$ cat config.mk
export PLATFORM = sky130hd
export DESIGN_NAME = thermocouple_pid_heater_drive
export DESIGN_NICKNAME = d
export VERILOG_FILES = /design/src/rtl/core/tpid_pkg.sv /design/src/rtl/core/thermocouple_pid_heater_drive.sv
export SDC_FILE = /design/constraint.sdc
export NUM_CORES = 1
export LEC_CHECK = 0
export BUFFER_PORTS_ARGS = -buffer_cell sky130_fd_sc_hd__buf_2
export CAP_MARGIN = 0
export CORE_MARGIN = 2
export CORE_UTILIZATION = 65
export DETAILED_ROUTE_END_ITERATION = 10
export GPL_TIMING_DRIVEN = 0
export PLACE_DENSITY = 0.85
export SLEW_MARGIN = 30
export SYNTH_ARGS = -nofsm -noshare
export SYNTH_HDL_FRONTEND = slang
export SYNTH_SLANG_ARGS = --single-unit
$ cat constraint.sdc
create_clock -name clk_i -period 9.64 [get_ports clk_i]
set_clock_uncertainty 0.05 [all_clocks]
set_input_delay 1.446 -clock clk_i [delete_from_list [all_inputs] [get_ports clk_i]]
set_output_delay 1.446 -clock clk_i [all_outputs]
set_load 0.005 [all_outputs]
$ cat src/rtl/core/tpid_pkg.sv
// Shared types and constants for the thermocouple PID heater drive.
package tpid_pkg;

  localparam int MulSteps = 13;
  localparam int DivSteps = 27;

  localparam logic [4:0] MulLast = 5'(MulSteps - 1);
  localparam logic [4:0] DivLast = 5'(DivSteps - 1);

  localparam logic [16:0] GainDivisor = 17'd400;
  localparam logic [12:0] IntScale    = 13'd400;
  localparam logic [15:0] ErrorOffset = 16'd12;
  localparam logic [7:0]  DutyOff     = 8'd255;
  localparam logic [26:0] IntMaxMag   = 27'd32767;
  localparam logic [26:0] IntMinMag   = 27'd32768;
  localparam logic [15:0] IntMax      = 16'h7fff;
  localparam logic [15:0] IntMin      = 16'h8000;

  localparam logic [13:0] SetpointRst = 14'd0;
  localparam logic [9:0]  GainPRst    = 10'd90;
  localparam logic [9:0]  GainIRst    = 10'd30;
  localparam logic [9:0]  GainDRst    = 10'd80;

  typedef enum logic [1:0] {
    REG_SETPOINT,
    REG_GAIN_P,
    REG_GAIN_I,
    REG_GAIN_D
  } tpid_reg_e;

  typedef enum logic [3:0] {
    ST_IDLE,
    ST_P_MUL,
    ST_P_ABS,
    ST_P_DIV,
    ST_P_SUM,
    ST_I_MUL0,
    ST_I_MUL1,
    ST_I_ABS,
    ST_I_DIV,
    ST_I_SUM,
    ST_D_MUL,
    ST_D_ABS,
    ST_D_DIV,
    ST_D_SUM,
    ST_DONE
  } tpid_state_e;

  typedef struct packed {
    logic in_stall;
    logic mul_en;
    logic abs_en;
    logic div_en;
  } tpid_ctl_t;

endpackage

$ cat src/rtl/core/thermocouple_pid_heater_drive.sv
// PID heater drive from raw thermocouple words, with serial multiplier and divider.
// Each of P, I and D uses the multiplier and divider; D is skipped when elapsed_ms is zero,
//   and an open-thermocouple word goes straight to ST_DONE.
// One transaction at a time: input is stalled until the result is registered. The shared
//   multiplier is a 13-step shift-add (twice for I), the divider a 27-step restoring one.
// Reset: configuration registers return to their reset values, integrator and last error clear to zero.
module thermocouple_pid_heater_drive (
  input  logic        clk_i,
  input  logic        rst_ni,
  input  logic        psel,
  input  logic        penable,
  input  logic        pwrite,
  input  logic [3:0]  paddr,
  input  logic [31:0] pwdata,
  output logic [31:0] prdata,
  output logic        pready,
  input  logic        in_valid_i,
  output logic        in_stall_o,
  input  logic [15:0] raw_word_i,
  input  logic [15:0] elapsed_ms_i,
  output logic        out_valid_o,
  input  logic        out_stall_i,
  output logic [7:0]  pwm_duty_o,
  output logic        sensor_fault_o,
  output logic [12:0] temperature_quarter_deg_o
);

  tpid_pkg::tpid_state_e state_q, state_d;
  tpid_pkg::tpid_ctl_t   ctl;

  logic [13:0] setpoint_q;
  logic [9:0]  gain_p_q, gain_i_q, gain_d_q;
  logic        cfg_wr;

  logic [4:0]  cnt_q, cnt_d;
  logic        mul_last, div_last;
  logic [31:0] acc_q, mcand_q;
  logic [12:0] mplier_q;
  logic        neg_q;
  logic [26:0] quo_q;
  logic [16:0] rem_q;
  logic [16:0] dvs_q;
  logic [29:0] sum_q;
  logic [15:0] e_q, integ_q, last_err_q, ms_q;
  logic [12:0] temp_q;
  logic        fault_q;

  logic        out_valid_q, out_valid_d;
  logic [7:0]  pwm_duty_q;
  logic        sensor_fault_q;
  logic [12:0] temp_out_q;
  logic        out_free;

  logic [15:0] e_in;
  logic [31:0] acc_step, acc_mag;
  logic [17:0] rem_sh;
  logic [18:0] trial;
  logic        q_bit;
  logic [16:0] rem_next;
  logic [26:0] quo_next;
  logic [29:0] q_ext, sum_add, sum_i;
  logic [15:0] i_sat;
  logic [16:0] diff_err;
  logic [12:0] gd5;
  logic [7:0]  sum_clamp;

  // Configuration port
  assign pready = 1'b1;
  assign cfg_wr = psel & penable & pwrite & pready;

  always_ff @(posedge clk_i or negedge rst_ni) begin
    if (!rst_ni) begin
      setpoint_q <= tpid_pkg::SetpointRst;
      gain_p_q   <= tpid_pkg::GainPRst;
      gain_i_q   <= tpid_pkg::GainIRst;
      gain_d_q   <= tpid_pkg::GainDRst;
    end else if (cfg_wr) begin
      case (tpid_pkg::tpid_reg_e'(paddr[3:2]))
        tpid_pkg::REG_SETPOINT: setpoint_q <= pwdata[13:0];
        tpid_pkg::REG_GAIN_P:   gain_p_q   <= pwdata[9:0];
        tpid_pkg::REG_GAIN_I:   gain_i_q   <= pwdata[9:0];
        tpid_pkg::REG_GAIN_D:   gain_d_q   <= pwdata[9:0];
        default: ;
      endcase
    end
  end

  always_comb begin
    case (tpid_pkg::tpid_reg_e'(paddr[3:2]))
      tpid_pkg::REG_SETPOINT: prdata = {{18{setpoint_q[13]}}, setpoint_q};
      tpid_pkg::REG_GAIN_P:   prdata = {22'd0, gain_p_q};
      tpid_pkg::REG_GAIN_I:   prdata = {22'd0, gain_i_q};
      tpid_pkg::REG_GAIN_D:   prdata = {22'd0, gain_d_q};
      default:                prdata = 32'd0;
    endcase
  end

  // Datapath arithmetic
  assign e_in = {{2{setpoint_q[13]}}, setpoint_q} - {3'b000, raw_word_i[15:3]}
              + tpid_pkg::ErrorOffset;

  assign acc_step = acc_q + (mplier_q[0] ? mcand_q : 32'd0);
  assign acc_mag  = acc_q[31] ? (32'd0 - acc_q) : acc_q;

  assign rem_sh   = {rem_q, quo_q[26]};
  assign trial    = {1'b0, rem_sh} - {2'b00, dvs_q};
  assign q_bit    = ~trial[18];
  assign rem_next = q_bit ? trial[16:0] : rem_sh[16:0];
  assign quo_next = {quo_q[25:0], q_bit};

  assign q_ext   = {3'b000, quo_q};
  assign sum_add = neg_q ? (sum_q - q_ext) : (sum_q + q_ext);

  always_comb begin
    if (!neg_q) begin
      i_sat = (quo_q > tpid_pkg::IntMaxMag) ? tpid_pkg::IntMax : quo_q[15:0];
    end else begin
      i_sat = (quo_q > tpid_pkg::IntMinMag) ? tpid_pkg::IntMin : (16'd0 - quo_q[15:0]);
    end
  end

  assign sum_i    = sum_q + {{14{i_sat[15]}}, i_sat};
  assign diff_err = {e_q[15], e_q} - {last_err_q[15], last_err_q};
  assign gd5      = {1'b0, gain_d_q, 2'b00} + {3'b000, gain_d_q};

  always_comb begin
    if (sum_q[29]) begin
      sum_clamp = 8'd0;
    end else if (sum_q > 30'd255) begin
      sum_clamp = 8'd255;
    end else begin
      sum_clamp = sum_q[7:0];
    end
  end

  assign mul_last = (cnt_q == tpid_pkg::MulLast);
  assign div_last = (cnt_q == tpid_pkg::DivLast);
  assign out_free = ~out_valid_q | ~out_stall_i;

  // Next state
  always_comb begin
    state_d = state_q;
    case (state_q)
      tpid_pkg::ST_IDLE: begin
        if (in_valid_i) begin
          state_d = raw_word_i[2] ? tpid_pkg::ST_DONE : tpid_pkg::ST_P_MUL;
        end
      end
      tpid_pkg::ST_P_MUL:  if (mul_last) state_d = tpid_pkg::ST_P_ABS;
      tpid_pkg::ST_P_ABS:  state_d = tpid_pkg::ST_P_DIV;
      tpid_pkg::ST_P_DIV:  if (div_last) state_d = tpid_pkg::ST_P_SUM;
      tpid_pkg::ST_P_SUM:  state_d = tpid_pkg::ST_I_MUL0;
      tpid_pkg::ST_I_MUL0: if (mul_last) state_d = tpid_pkg::ST_I_MUL1;
      tpid_pkg::ST_I_MUL1: if (mul_last) state_d = tpid_pkg::ST_I_ABS;
      tpid_pkg::ST_I_ABS:  state_d = tpid_pkg::ST_I_DIV;
      tpid_pkg::ST_I_DIV:  if (div_last) state_d = tpid_pkg::ST_I_SUM;
      tpid_pkg::ST_I_SUM: begin
        state_d = (ms_q == 16'd0) ? tpid_pkg::ST_DONE : tpid_pkg::ST_D_MUL;
      end
      tpid_pkg::ST_D_MUL:  if (mul_last) state_d = tpid_pkg::ST_D_ABS;
      tpid_pkg::ST_D_ABS:  state_d = tpid_pkg::ST_D_DIV;
      tpid_pkg::ST_D_DIV:  if (div_last) state_d = tpid_pkg::ST_D_SUM;
      tpid_pkg::ST_D_SUM:  state_d = tpid_pkg::ST_DONE;
      tpid_pkg::ST_DONE:   if (out_free) state_d = tpid_pkg::ST_IDLE;
      default:             state_d = tpid_pkg::ST_IDLE;
    endcase
  end

  // Control outputs
  always_comb begin
    ctl = '0;
    case (state_q)
      tpid_pkg::ST_IDLE: ;
      tpid_pkg::ST_P_MUL, tpid_pkg::ST_I_MUL0, tpid_pkg::ST_I_MUL1, tpid_pkg::ST_D_MUL: begin
        ctl.in_stall = 1'b1;
        ctl.mul_en   = 1'b1;
      end
      tpid_pkg::ST_P_ABS, tpid_pkg::ST_I_ABS, tpid_pkg::ST_D_ABS: begin
        ctl.in_stall = 1'b1;
        ctl.abs_en   = 1'b1;
      end
      tpid_pkg::ST_P_DIV, tpid_pkg::ST_I_DIV, tpid_pkg::ST_D_DIV: begin
        ctl.in_stall = 1'b1;
        ctl.div_en   = 1'b1;
      end
      default: ctl.in_stall = 1'b1;
    endcase
  end

  assign in_stall_o = ctl.in_stall;

  always_comb begin
    if ((ctl.mul_en && !mul_last) || (ctl.div_en && !div_last)) begin
      cnt_d = cnt_q + 5'd1;
    end else begin
      cnt_d = 5'd0;
    end
  end

  always_comb begin
    out_valid_d = out_valid_q;
    if (out_valid_q && !out_stall_i) begin
      out_valid_d = 1'b0;
    end
    if (state_q == tpid_pkg::ST_DONE && out_free) begin
      out_valid_d = 1'b1;
    end
  end

  always_ff @(posedge clk_i or negedge rst_ni) begin
    if (!rst_ni) begin
      state_q     <= tpid_pkg::ST_IDLE;
      cnt_q       <= 5'd0;
      out_valid_q <= 1'b0;
      integ_q     <= 16'd0;
      last_err_q  <= 16'd0;
    end else begin
      state_q     <= state_d;
      cnt_q       <= cnt_d;
      out_valid_q <= out_valid_d;
      if (state_q == tpid_pkg::ST_I_SUM) begin
        integ_q <= i_sat;
      end
      if (state_q == tpid_pkg::ST_DONE && out_free && !fault_q) begin
        last_err_q <= e_q;
      end
    end
  end

  always_ff @(posedge clk_i) begin
    if (ctl.mul_en) begin
      acc_q <= acc_step;
      if (state_q == tpid_pkg::ST_I_MUL0 && mul_last) begin
        mcand_q  <= {{16{e_q[15]}}, e_q};
        mplier_q <= {3'b000, gain_i_q};
      end else begin
        mcand_q  <= mcand_q << 1;
        mplier_q <= mplier_q >> 1;
      end
    end
    if (ctl.abs_en) begin
      neg_q <= acc_q[31];
      quo_q <= acc_mag[26:0];
      rem_q <= 17'd0;
      dvs_q <= (state_q == tpid_pkg::ST_D_ABS) ? {ms_q, 1'b0} : tpid_pkg::GainDivisor;
    end
    if (ctl.div_en) begin
      quo_q <= quo_next;
      rem_q <= rem_next;
    end
    case (state_q)
      tpid_pkg::ST_IDLE: begin
        if (in_valid_i) begin
          e_q      <= e_in;
          temp_q   <= raw_word_i[2] ? 13'd0 : raw_word_i[15:3];
          fault_q  <= raw_word_i[2];
          ms_q     <= elapsed_ms_i;
          acc_q    <= 32'd0;
          mcand_q  <= {{16{e_in[15]}}, e_in};
          mplier_q <= {3'b000, gain_p_q};
          sum_q    <= 30'd0;
        end
      end
      tpid_pkg::ST_P_SUM: begin
        sum_q    <= sum_add;
        acc_q    <= 32'd0;
        mcand_q  <= {{16{integ_q[15]}}, integ_q};
        mplier_q <= tpid_pkg::IntScale;
      end
      tpid_pkg::ST_I_SUM: begin
        sum_q    <= sum_i;
        acc_q    <= 32'd0;
        mcand_q  <= {{15{diff_err[16]}}, diff_err};
        mplier_q <= gd5;
      end
      tpid_pkg::ST_D_SUM: begin
        sum_q <= sum_add;
      end
      tpid_pkg::ST_DONE: begin
        if (out_free) begin
          pwm_duty_q     <= tpid_pkg::DutyOff - sum_clamp;
          sensor_fault_q <= fault_q;
          temp_out_q     <= temp_q;
        end
      end
      default: ;
    endcase
  end

  assign out_valid_o               = out_valid_q;
  assign pwm_duty_o                = pwm_duty_q;
  assign sensor_fault_o            = sensor_fault_q;
  assign temperature_quarter_deg_o = temp_out_q;

endmodule
== After elaboration in Yosys (flattened, before gate mapping) ==
Cells that the tools add are included.
Storage, ports and cells
  bits in registers: 323
  output and inout port bits: 57
  logic and storage cells: 151
Operators by class
  $add $sub $neg: 13
  magnitude comparators: 3
  equality and inequality tests: 28
  mux-type cells: 46
  bitwise logic cells: 6
  reductions and logical operators: 30
Operator list (count)
  32-bit two-way mux: 6
  32-bit case mux with 4 select lines: 1
  32-bit case mux with 3 select lines: 1
  30-bit case mux with 3 select lines: 1
  27-bit two-way mux: 3
  32-bit case mux with 2 select lines: 1
  30-bit two-way mux: 2
  4-bit case mux with 15 select lines: 1
  17-bit two-way mux: 3
  16-bit two-way mux: 3
  4-bit two-way mux: 10
  13-bit case mux with 3 select lines: 1
  32-bit adder: 1
  30-bit by 27-bit adder with 30-bit output: 1
  30-bit adder: 1
  30-bit by 8-bit greater-than comparator with 1-bit output, second input constant: 1
  30-bit by 27-bit subtractor with 30-bit output: 1
  4-bit equality test, second input constant: 7
  27-bit by 15-bit greater-than comparator with 1-bit output, second input constant: 1
  27-bit by 16-bit greater-than comparator with 1-bit output, second input constant: 1
  1-bit by 27-bit subtractor with 27-bit output, first input constant: 1
  13-bit two-way mux: 2
  18-bit by 17-bit subtractor with 19-bit output: 1
  2-bit inequality test, second input constant: 9
  other kinds (35): 66

== Depth between registers and ports, before layout ==
Gate-level depths: netlist of run 1.
  depth after elaboration: 6
  gate-level depth with buffers: 27
  mapped depth without buffers: 26

== Least setup slack after synthesis of run 1 ==
No wires, ideal clock.
  kind: flip-flop to flip-flop
  start: reg quo_q[21]
  end: reg sum_q[29], data pin
  setup time: 266 ps
  arrival: 5218 ps
  data required time: 9324 ps
  path slack: 4106 ps
  cell stages (with the launch flop): 24
  period minus slack after synthesis: 5534 ps
  cells stage by stage: edfxtp_1 or4_1 buf_2 or3_1 buf_2 a31oi_4 o211ai_2 a211o_1 nor4b_4 and3_1 nand3_1 a21o_1 o21ai_1 ha_1 a21oi_1 o21ai_0 a221oi_1 o22ai_1 o21bai_1 o221a_2 o41ai_1 o21ai_0 xnor2_1 nor2_1
On the way
  cells in the longest elaborated chain, start to end: 5
  elaborated cells on any way between the ends: 10
  those cells by class: add/sub (3); order compare (2); mux (5)
RTL lines
  start: declaration: line thermocouple_pid_heater_drive.sv:40  | logic [26:0] quo_q;
  start signal: assignment: line thermocouple_pid_heater_drive.sv:243  | quo_q <= acc_mag[26:0];
  start signal: assignment: line thermocouple_pid_heater_drive.sv:248  | quo_q <= quo_next;
  27-bit by 15-bit greater-than comparator with 1-bit output or 27-bit by 16-bit greater-than comparator with 1-bit output (tied branches): line thermocouple_pid_heater_drive.sv:116, thermocouple_pid_heater_drive.sv:118
  16-bit two-way mux (on tied branches): line thermocouple_pid_heater_drive.sv:116, thermocouple_pid_heater_drive.sv:118
  16-bit two-way mux: line thermocouple_pid_heater_drive.sv:115  | if (!neg_q) begin
  30-bit adder: line thermocouple_pid_heater_drive.sv:122  | assign sum_i = sum_q + {{14{i_sat[15]}}, i_sat};
  30-bit case mux with 3 select lines *: line thermocouple_pid_heater_drive.sv:251  | case (state_q)
  end signal: assignment: line thermocouple_pid_heater_drive.sv:265  | sum_q <= sum_add;
  end signal: assignment: line thermocouple_pid_heater_drive.sv:271  | sum_q <= sum_i;
  end signal: assignment: line thermocouple_pid_heater_drive.sv:277  | sum_q <= sum_add;
  end: declaration: line thermocouple_pid_heater_drive.sv:43  | logic [29:0] sum_q;
Every way passes the cells marked *; elsewhere a longest branch is shown, timed or not.
A chain may end at the register's enable or synchronous reset.

== Worst setup path after layout of run 1 ==
  start: reg quo_q[0]
  end: reg sum_q[28], data pin
On the way
  cells in the longest elaborated chain, start to end: 5
  elaborated cells on any way between the ends: 11
  those cells by class: add/sub (4); order compare (2); mux (5)
RTL lines
  27-bit by 15-bit greater-than comparator with 1-bit output, or another cell as far along: line thermocouple_pid_heater_drive.sv:116  | i_sat = (quo_q > tpid_pkg::IntMaxMag) ? tpid_pkg::IntMax : quo_q[15:0];
  16-bit two-way mux (on tied branches): line thermocouple_pid_heater_drive.sv:116, thermocouple_pid_heater_drive.sv:118
  16-bit two-way mux: line thermocouple_pid_heater_drive.sv:115
  30-bit adder: line thermocouple_pid_heater_drive.sv:122
  30-bit case mux with 3 select lines *: line thermocouple_pid_heater_drive.sv:251
Marks and branches as above.

==> impl_metrics.toml, run 1 <==
[timing]
fin_crit_sh_pct = 74.9
final_hold_viol_count = 0
maxSlewHeadroom_pct = 30.0
setup-violations-final = 0
report.final.slew_viol_count = 0
minimum_clock_period_ns = 7.22
maximum_clock_frequency_mhz = 138
final.setup.tns_ns = 0
worst_slew_pin_slew_ns = 1.04
rsz0062_at_grt = "no"

[hold_path]
timing.hold.worst.class = "flip-flop to flip-flop"

[pwr]
p_leak_nw = 9.87
design_power_total_mw = 8.77
vdd_ir_drop_max_mv = 0.223
power-per-cell-area_mw_per_mm2 = 376

[cells_and_area]
layout_commonest_cell = "sky130_fd_sc_hd__o21ai_0"
fin_util_pct = 74.1
drive_above_1_share_pct = 12.5
post_layout_nonfiller_instances = 2814
num-nets-final = 2595
final_cell_mix = "sky130_fd_sc_hd__o21ai_0 (213), sky130_fd_sc_hd__nand2_1 (211), sky130_fd_sc_hd__a21oi_1 (163)"
area.growth.synth_to_final_pct = 12.3
filler_cell_count_in_the_final_layout = 2178

[place]
hpwl_mm = 43.0
placedCellCount = 2743
gp_congestion = 0.991
buffer_ports.inserted = 106

[drt]
antenna_left = 0
initialDrtViolationCount = 1684
routed_wl_mm = 58.5
route.detailed.drc = 0
vias = 18100
drt_pass_1_iters = 6
detail_route.wl_per_cell_microns = 20.8
via_per_inst = 6.42

[clocking]
cts.hold.buffers_added = 0
numCtsBuffers = 38
clk-insertion-delay-late_ns = 0.54
h_tree_levels = 2
cts_root_buffer = "sky130_fd_sc_hd__clkbuf_16"
ctsLongestPathBuffers = 3
post_cts_resized = 0
tritoncts = "done"
post-cts-setup-buffers = 0
sink_count = 322
cts.reportedPaths.clkPinSlew_ns = 0.06

[global_route]
grt_pass1_wl_mm = 92.8
antenna_found_initial = 1
top_usage_layer = "met2"
number_of_global_route_vias_before_repair = 17700
grt_max_degree = 61
groute.layer.met3.usage_pct = 4.69
global_route.usage.total_pct = 34.8
globalRouteMet2Util_pct = 59.5
globalRouteOverflowTotal = 0
gr-usage-met1_pct = 44.5

[worst_setup_path]
start_kind = "flip-flop"
worst_setup_path_end_kind = "flip-flop"
critical_path_required_ns = 9.84
worstPathCellList = "inv_1 > ha_1 > nor4b_2 > and4_1 > o211ai_1 > clkbuf_1 > o21ai_0 > a211oi_1 > nand4_1 > nor3_1 > a41oi_1 > nor3_1 > a21oi_1 > ha_1 > nand4_1 > nor3_1 > o31ai_1 > a31oi_1 > o31ai_1 > o2111a_1 > nor3_1 > o41ai_1 > xor2_1 > nor2_1"
worst-r2r-setup-slack_ns = 2.42
worst_ep_arrival_time_ns = 7.43
cell_mode_on_critical_path = "sky130_fd_sc_hd__nor3_1"
cpMaxStageDelayCell = "sky130_fd_sc_hd__edfxtp_1"
critical-path-top-delay-family = "compound AO/OA/AOI/OAI gates"
criticalPathCategory = "flip-flop to flip-flop"
worst-path-buf-inv = 2
worst-path-max-fanout = 10
critical_path.max_stage_delay_ns = 0.60

[synthesis]
synth-main-ff-cell = "sky130_fd_sc_hd__edfxtp_1"
synth-async-reset-ratio_pct = 26.7
ys_ff_latch = 322
synth_cells = 2231
postSynthAreaPerCell_sq_um = 9.31
ys_warn_count = 0
seq_area_frac_synth_pct = 40.8
post_synth_num_cell_types = 84
synth_enable_flop_cells = 159
syn-num-nets = 2445
synth.cell_area_sq_mm = 0.0208

[floorplan]
core_area_sq_mm = 0.0315
die_height_microns = 183
die_area_sq_mm = 0.0334
floorplan.die.width_microns = 183
io-pin-count = 132
start_util_pct = 66.0
core.rowCount = 65

[flow_run]
maxCapViolCount = 0

[status]
outcome = "complete, no violations"
## flip-flops by register name, indices dropped and copies added (netlist names), 5 cells and up
register                   count
mplier_q                      13
e_q                           16
sum_q                         30
temp_q                        13
pwm_duty_o                     8
dvs_q                         16
acc_q                         32
gain_i_q                      10
quo_q                         27
mcand_q                       32
temperature_quarter_deg_o     13
integ_q                       16
rem_q                         17
ms_q                          16
last_err_q                    16
cnt_q                          5
setpoint_q                    14
gain_d_q                      10
gain_p_q                      10
## cell usage after synthesis, drive strengths merged (11+ instances only)
cell type,number,share of area (%)
a211oi,21,0.76
a21o,44,1.6
a21oi,163,3.9
a222oi,13,0.63
a31oi,17,0.58
and2,56,1.7
and3,19,0.57
buf,31,0.94
clkbuf,100,1.8
dfrtp,76,9.2
dfxtp,77,7.4
edfxtp,159,23
ha,133,8.0
inv,97,1.8
mux2,45,2.4
mux2i,29,1.4
nand2,212,3.8
nand2b,15,0.45
nand3,42,1.0
nand4,14,0.42
nor2,153,2.8
nor2b,24,0.72
nor3,51,1.3
nor4,16,0.51
o211ai,11,0.42
o21a,18,0.65
o21ai,220,5.3
o21bai,21,0.76
o31ai,13,0.47
or3,29,0.87
xnor2,82,3.5
xor2,70,3.0
## where the power goes
part           internal, mW  switching [mW]  leakage, nW  total (mW)
registers              2.11           0.418         3.18        2.53
clock network         0.930           0.610        0.667        1.54
logic                  1.78            2.92         6.02        4.70
## metal layers
layer	up-vias	part of all wire, %
li1	8420	-
met1	8643	40
met2	846	48
met3	169	7.7
met4	0	4.3
met5	-	0
## area by class of cell
cell class | count | area (sq um) | share of cell area, %
tap | 402 | 503 | 2.16
sequential | 322 | 8480 | 36.4
multi-input combinational | 1679 | 11400 | 49.0
buffer | 131 | 574 | 2.46
clock buffer | 55 | 1160 | 4.99
antenna | 1 | 2.50 | 0.0107
clock inverter | 15 | 183 | 0.783
timing repair buffer | 110 | 611 | 2.62
inverter | 99 | 372 | 1.59
## stage by stage
step | hold WS [ns] | instance area, sq um | setup WS (ns)
2_1_floorplan | 0.350 | 20800 | 4.11
3_3_place_gp | 0.351 | 21800 | 2.68
3_5_place_dp | 0.355 | 21900 | 2.65
4_1_cts | 0.369 | 23300 | 2.59
5_1_grt | 0.380 | 23300 | 1.98
6_report | 0.370 | 23300 | 2.42
## cells by family after synthesis
logic type | share of synthesized area, %
compound gates | 19.0
mux | 4.92
buf+inv | 4.54
simple gates | 15.7
flops | 40.8
fa+ha+maj | 8.59
xor+xnor | 6.41
other cells | 0.0181
## final timing paths
check / from / endpoint / cells past startpoint
setup / recovery: quo_q[0]$_DFFE_PP_ / sum_q[28]$_SDFFCE_PN0P_ / 24
hold / removal: temp_q[11]$_SDFFCE_PP0P_ / temperature_quarter_deg_o[11]$_DFFE_PP_ / 0
setup reg to reg: quo_q[0]$_DFFE_PP_ / sum_q[28]$_SDFFCE_PN0P_ / 24
hold reg to reg: temp_q[11]$_SDFFCE_PP0P_ / temperature_quarter_deg_o[11]$_DFFE_PP_ / 0
max in group asynchronous: rst_ni / gain_p_q[4]$_DFFE_PN1P_ / 2
min in group asynchronous: rst_ni / gain_p_q[8]$_DFFE_PN0P_ / 1
(Power assumes the default switching activity.)
==> inputs of run 2 (changes only) <==
--- a/config.mk
+++ b/config.mk
@@ -5,13 +5,14 @@
 export SDC_FILE = /design/constraint.sdc
 export NUM_CORES = 1
 export LEC_CHECK = 0
+export ABC_AREA = 1
 export BUFFER_PORTS_ARGS = -buffer_cell sky130_fd_sc_hd__buf_2
 export CAP_MARGIN = 0
 export CORE_MARGIN = 2
-export CORE_UTILIZATION = 65
+export CORE_UTILIZATION = 62
 export DETAILED_ROUTE_END_ITERATION = 10
 export GPL_TIMING_DRIVEN = 0
-export PLACE_DENSITY = 0.85
+export PLACE_DENSITY = 0.81
 export SLEW_MARGIN = 30
 export SYNTH_ARGS = -nofsm -noshare
 export SYNTH_HDL_FRONTEND = slang
==> constraint.sdc (replaced) <==
create_clock -name clk_i -period 6.93 [get_ports clk_i]
set_clock_uncertainty 0.05 [all_clocks]
set_input_delay 1.0395 -clock clk_i [delete_from_list [all_inputs] [get_ports clk_i]]
set_output_delay 1.0395 -clock clk_i [all_outputs]
set_load 0.005 [all_outputs]
==> impl_metrics.toml, run 2 <==
[synthesis]
synthTopCellsByArea = "sky130_fd_sc_hd__edfxtp_1 (22%), sky130_fd_sc_hd__nand2_1 (11%), sky130_fd_sc_hd__dfrtp_1 (8.9%)"
synth_cells = 2841
synth_top_cell_by_area = "sky130_fd_sc_hd__edfxtp_1"
postSynthAreaPerCell_sq_um = 7.55
seq_area_frac_synth_pct = 39.5
synth_enable_flop_cells = 159
synth_common_cells = "sky130_fd_sc_hd__nand2_1 (629), sky130_fd_sc_hd__inv_1 (387), sky130_fd_sc_hd__nor2_1 (281), sky130_fd_sc_hd__o21ai_0 (248), sky130_fd_sc_hd__a21oi_1 (220)"
synth-async-reset-ratio_pct = 26.7
syn-num-nets = 3055
synth.most_common_cell = "sky130_fd_sc_hd__nand2_1"
synth_largest_type_area_fraction_pct = 22.3
ys_ff_latch = 322
synth-main-ff-cell = "sky130_fd_sc_hd__edfxtp_1"
ys_warn_count = 0
synth.cell_area_sq_mm = 0.0214
post_synth_num_cell_types = 62

[global_route]
grt_pass1_wl_mm = 99.1
global_route.usage.total_pct = 34.5
grt_max_degree = 49
number_of_global_route_vias_before_repair = 19500
antenna_found_initial = 0
globalRouteOverflowTotal = 0

[clocking]
h_tree_levels = 2
cts.reportedPaths.clkPinSlew_ns = 0.06
cts_root_buffer = "sky130_fd_sc_hd__clkbuf_16"
clk-insertion-delay-late_ns = 0.56
post_cts_resized = 0
numCtsBuffers = 38
cts.hold.buffers_added = 0
sink_count = 322
tritoncts = "done"
ctsLongestPathBuffers = 3
post-cts-setup-buffers = 0

[cells_and_area]
fin_util_pct = 69.9
layout_commonest_cell = "sky130_fd_sc_hd__nand2_1"
reg_top3 = "acc_q: 32 flops, mcand_q: 32 flops, sum_q: 30 flops"
filler_cell_count_in_the_final_layout = 2866
drive_above_1_share_pct = 10.3
regArea_sq_mm = 0.00848
multi_input_area_sq_mm = 0.0110
num-nets-final = 3210
antenna_cells = 0
area.growth.synth_to_final_pct = 11.8
final_cell_mix = "sky130_fd_sc_hd__nand2_1 (628), sky130_fd_sc_hd__inv_1 (387), sky130_fd_sc_hd__nor2_1 (279)"

[timing]
rsz0062_at_grt = "no"
minimum_clock_period_ns = 5.50
report.final.slew_viol_count = 0
maximum_clock_frequency_mhz = 182
final.setup.tns_ns = 0
maxSlewHeadroom_pct = 30.0
worst_slew_pin_slew_ns = 1.04
setup-violations-final = 0
final_hold_viol_count = 0
fin_crit_sh_pct = 79.3

[worst_setup_path]
timing.reg2reg.worst_path_depth = 27
worst-r2r-setup-slack_ns = 1.43
worstReg2RegStart = "quo_q[0]$_DFFE_PP_"
start_kind = "flip-flop"
worst_setup_path_end_kind = "flip-flop"
worst_ep_arrival_time_ns = 5.82
critical_path_required_ns = 7.26
crit-reg2reg-capture = "sum_q[26]$_SDFFCE_PN0P_"
criticalPathCategory = "flip-flop to flip-flop"
worst-path-max-fanout = 10

[drt]
antenna_left = 0
detail_route.wl_per_cell_microns = 17.8
via_per_inst = 5.79
initialDrtViolationCount = 1742
routed_wl_mm = 62.1
vias = 20200
route.detailed.drc = 0
drt_pass_1_iters = 6

[pwr]
power-per-cell-area_mw_per_mm2 = 526
p_leak_nw = 11.3
vdd_ir_drop_max_mv = 0.304

[hold_path]
timing.hold.worst.class = "primary input to asynchronous set/reset pin"

[status]
outcome = "complete, no violations"

[floorplan]
io-pin-count = 132
core.rowCount = 68
core_area_sq_mm = 0.0343
die_height_microns = 190
die_area_sq_mm = 0.0361
start_util_pct = 62.5
floorplan.die.width_microns = 190

[place]
gp_congestion = 0.996
hpwl_mm = 47.7
buffer_ports.inserted = 108

[flow_run]
maxCapViolCount = 0
-- run 2: how the worst max path moves through the flow --
| stage | slack, ns | to | startpoint | cells after the start |
|---|---|---|---|---|
| finish | 1.43 | sum_q[26]$_SDFFCE_PN0P_ | quo_q[0]$_DFFE_PP_ | 27 |
| global route | 0.90 | sum_q[22]$_SDFFCE_PN0P_ | quo_q[0]$_DFFE_PP_ | 27 |
| CTS | 1.54 | sum_q[22]$_SDFFCE_PN0P_ | quo_q[0]$_DFFE_PP_ | 27 |
| detailed placement | 1.58 | sum_q[26]$_SDFFCE_PN0P_ | quo_q[0]$_DFFE_PP_ | 27 |
| global placement | 1.71 | sum_q[21]$_SDFFCE_PN0P_ | quo_q[0]$_DFFE_PP_ | 28 |
| floorplan | 2.64 | sum_q[29]$_SDFFCE_PN0P_ | quo_q[0]$_DFFE_PP_ | 30 |
-- run 2: per-layer routing --
metal,vias up,share of wire (%),track usage [%]
met5,-,0,0
met4,0,3.1,11.2
met3,141,6.9,4.45
met2,822,49,60.9
met1,9442,41,43.9
li1,9761,-,-
-- run 2: cells by family after synthesis --
kind of cell,share of synthesized area (%)
compound gates,17.1
xor+xnor,3.14
fa+ha+maj,8.32
buf+inv,9.42
flops,39.5
other cells,0.0175
simple gates,22.5
-- run 2: layout make-up --
cell class / count / share of cell area (%)
timing repair buffer: 115 / 2.71
inverter: 403 / 6.31
buffer: 105 / 2.13
tap: 455 / 2.37
clock inverter: 20 / 0.856
multi-input combinational: 2011 / 45.7
sequential: 322 / 35.4
clock buffer: 50 / 4.53
-- run 2: where the power goes --
group	leakage, nW	switching [mW]	internal [mW]	total (mW)
sequential	3.18	0.627	3.01	3.64
combinational	7.47	4.58	2.34	6.93
clock	0.628	0.861	1.20	2.06
-- run 2: metrics by stage --
step | power (mW) | std cells | instance area [sq um] | hold slack, ns | setup WS (ns)
after floorplan | 8.44 | 2841 | 21400 | 0.350 | 2.64
after global placement | 10.1 | 3404 | 22600 | 0.351 | 1.71
after detailed placement | 10.4 | 3411 | 22700 | 0.355 | 1.58
after CTS | 12.5 | 3481 | 24000 | 0.345 | 1.54
after global routing | 13.6 | 3481 | 24000 | 0.364 | 0.897
final | 12.6 | 3481 | 24000 | 0.356 | 1.43
-- run 2: worst max-delay path: stages (launching register included) --
cell	delay [ns]
sky130_fd_sc_hd__edfxtp_1	0.43
sky130_fd_sc_hd__inv_1	0.20
sky130_fd_sc_hd__ha_1	0.25
sky130_fd_sc_hd__nand3_1	0.13
sky130_fd_sc_hd__nor2_2	0.20
sky130_fd_sc_hd__nand2_1	0.11
sky130_fd_sc_hd__o21ai_2	0.21
sky130_fd_sc_hd__buf_4	0.23
sky130_fd_sc_hd__nand2_1	0.06
sky130_fd_sc_hd__nand2_1	0.12
sky130_fd_sc_hd__inv_2	0.07
sky130_fd_sc_hd__ha_1	0.28
sky130_fd_sc_hd__o21ai_0	0.39
sky130_fd_sc_hd__inv_1	0.14
sky130_fd_sc_hd__fa_1	0.41
sky130_fd_sc_hd__inv_1	0.08
sky130_fd_sc_hd__nand2_1	0.06
sky130_fd_sc_hd__a21oi_1	0.22
sky130_fd_sc_hd__a21boi_0	0.18
sky130_fd_sc_hd__o21ai_0	0.40
sky130_fd_sc_hd__nand2_1	0.10
sky130_fd_sc_hd__nand2_1	0.18
sky130_fd_sc_hd__a21oi_1	0.13
sky130_fd_sc_hd__o21ai_0	0.33
sky130_fd_sc_hd__nand2_1	0.09
sky130_fd_sc_hd__nand2_1	0.08
sky130_fd_sc_hd__o21ai_0	0.08
sky130_fd_sc_hd__a21oi_1	0.13
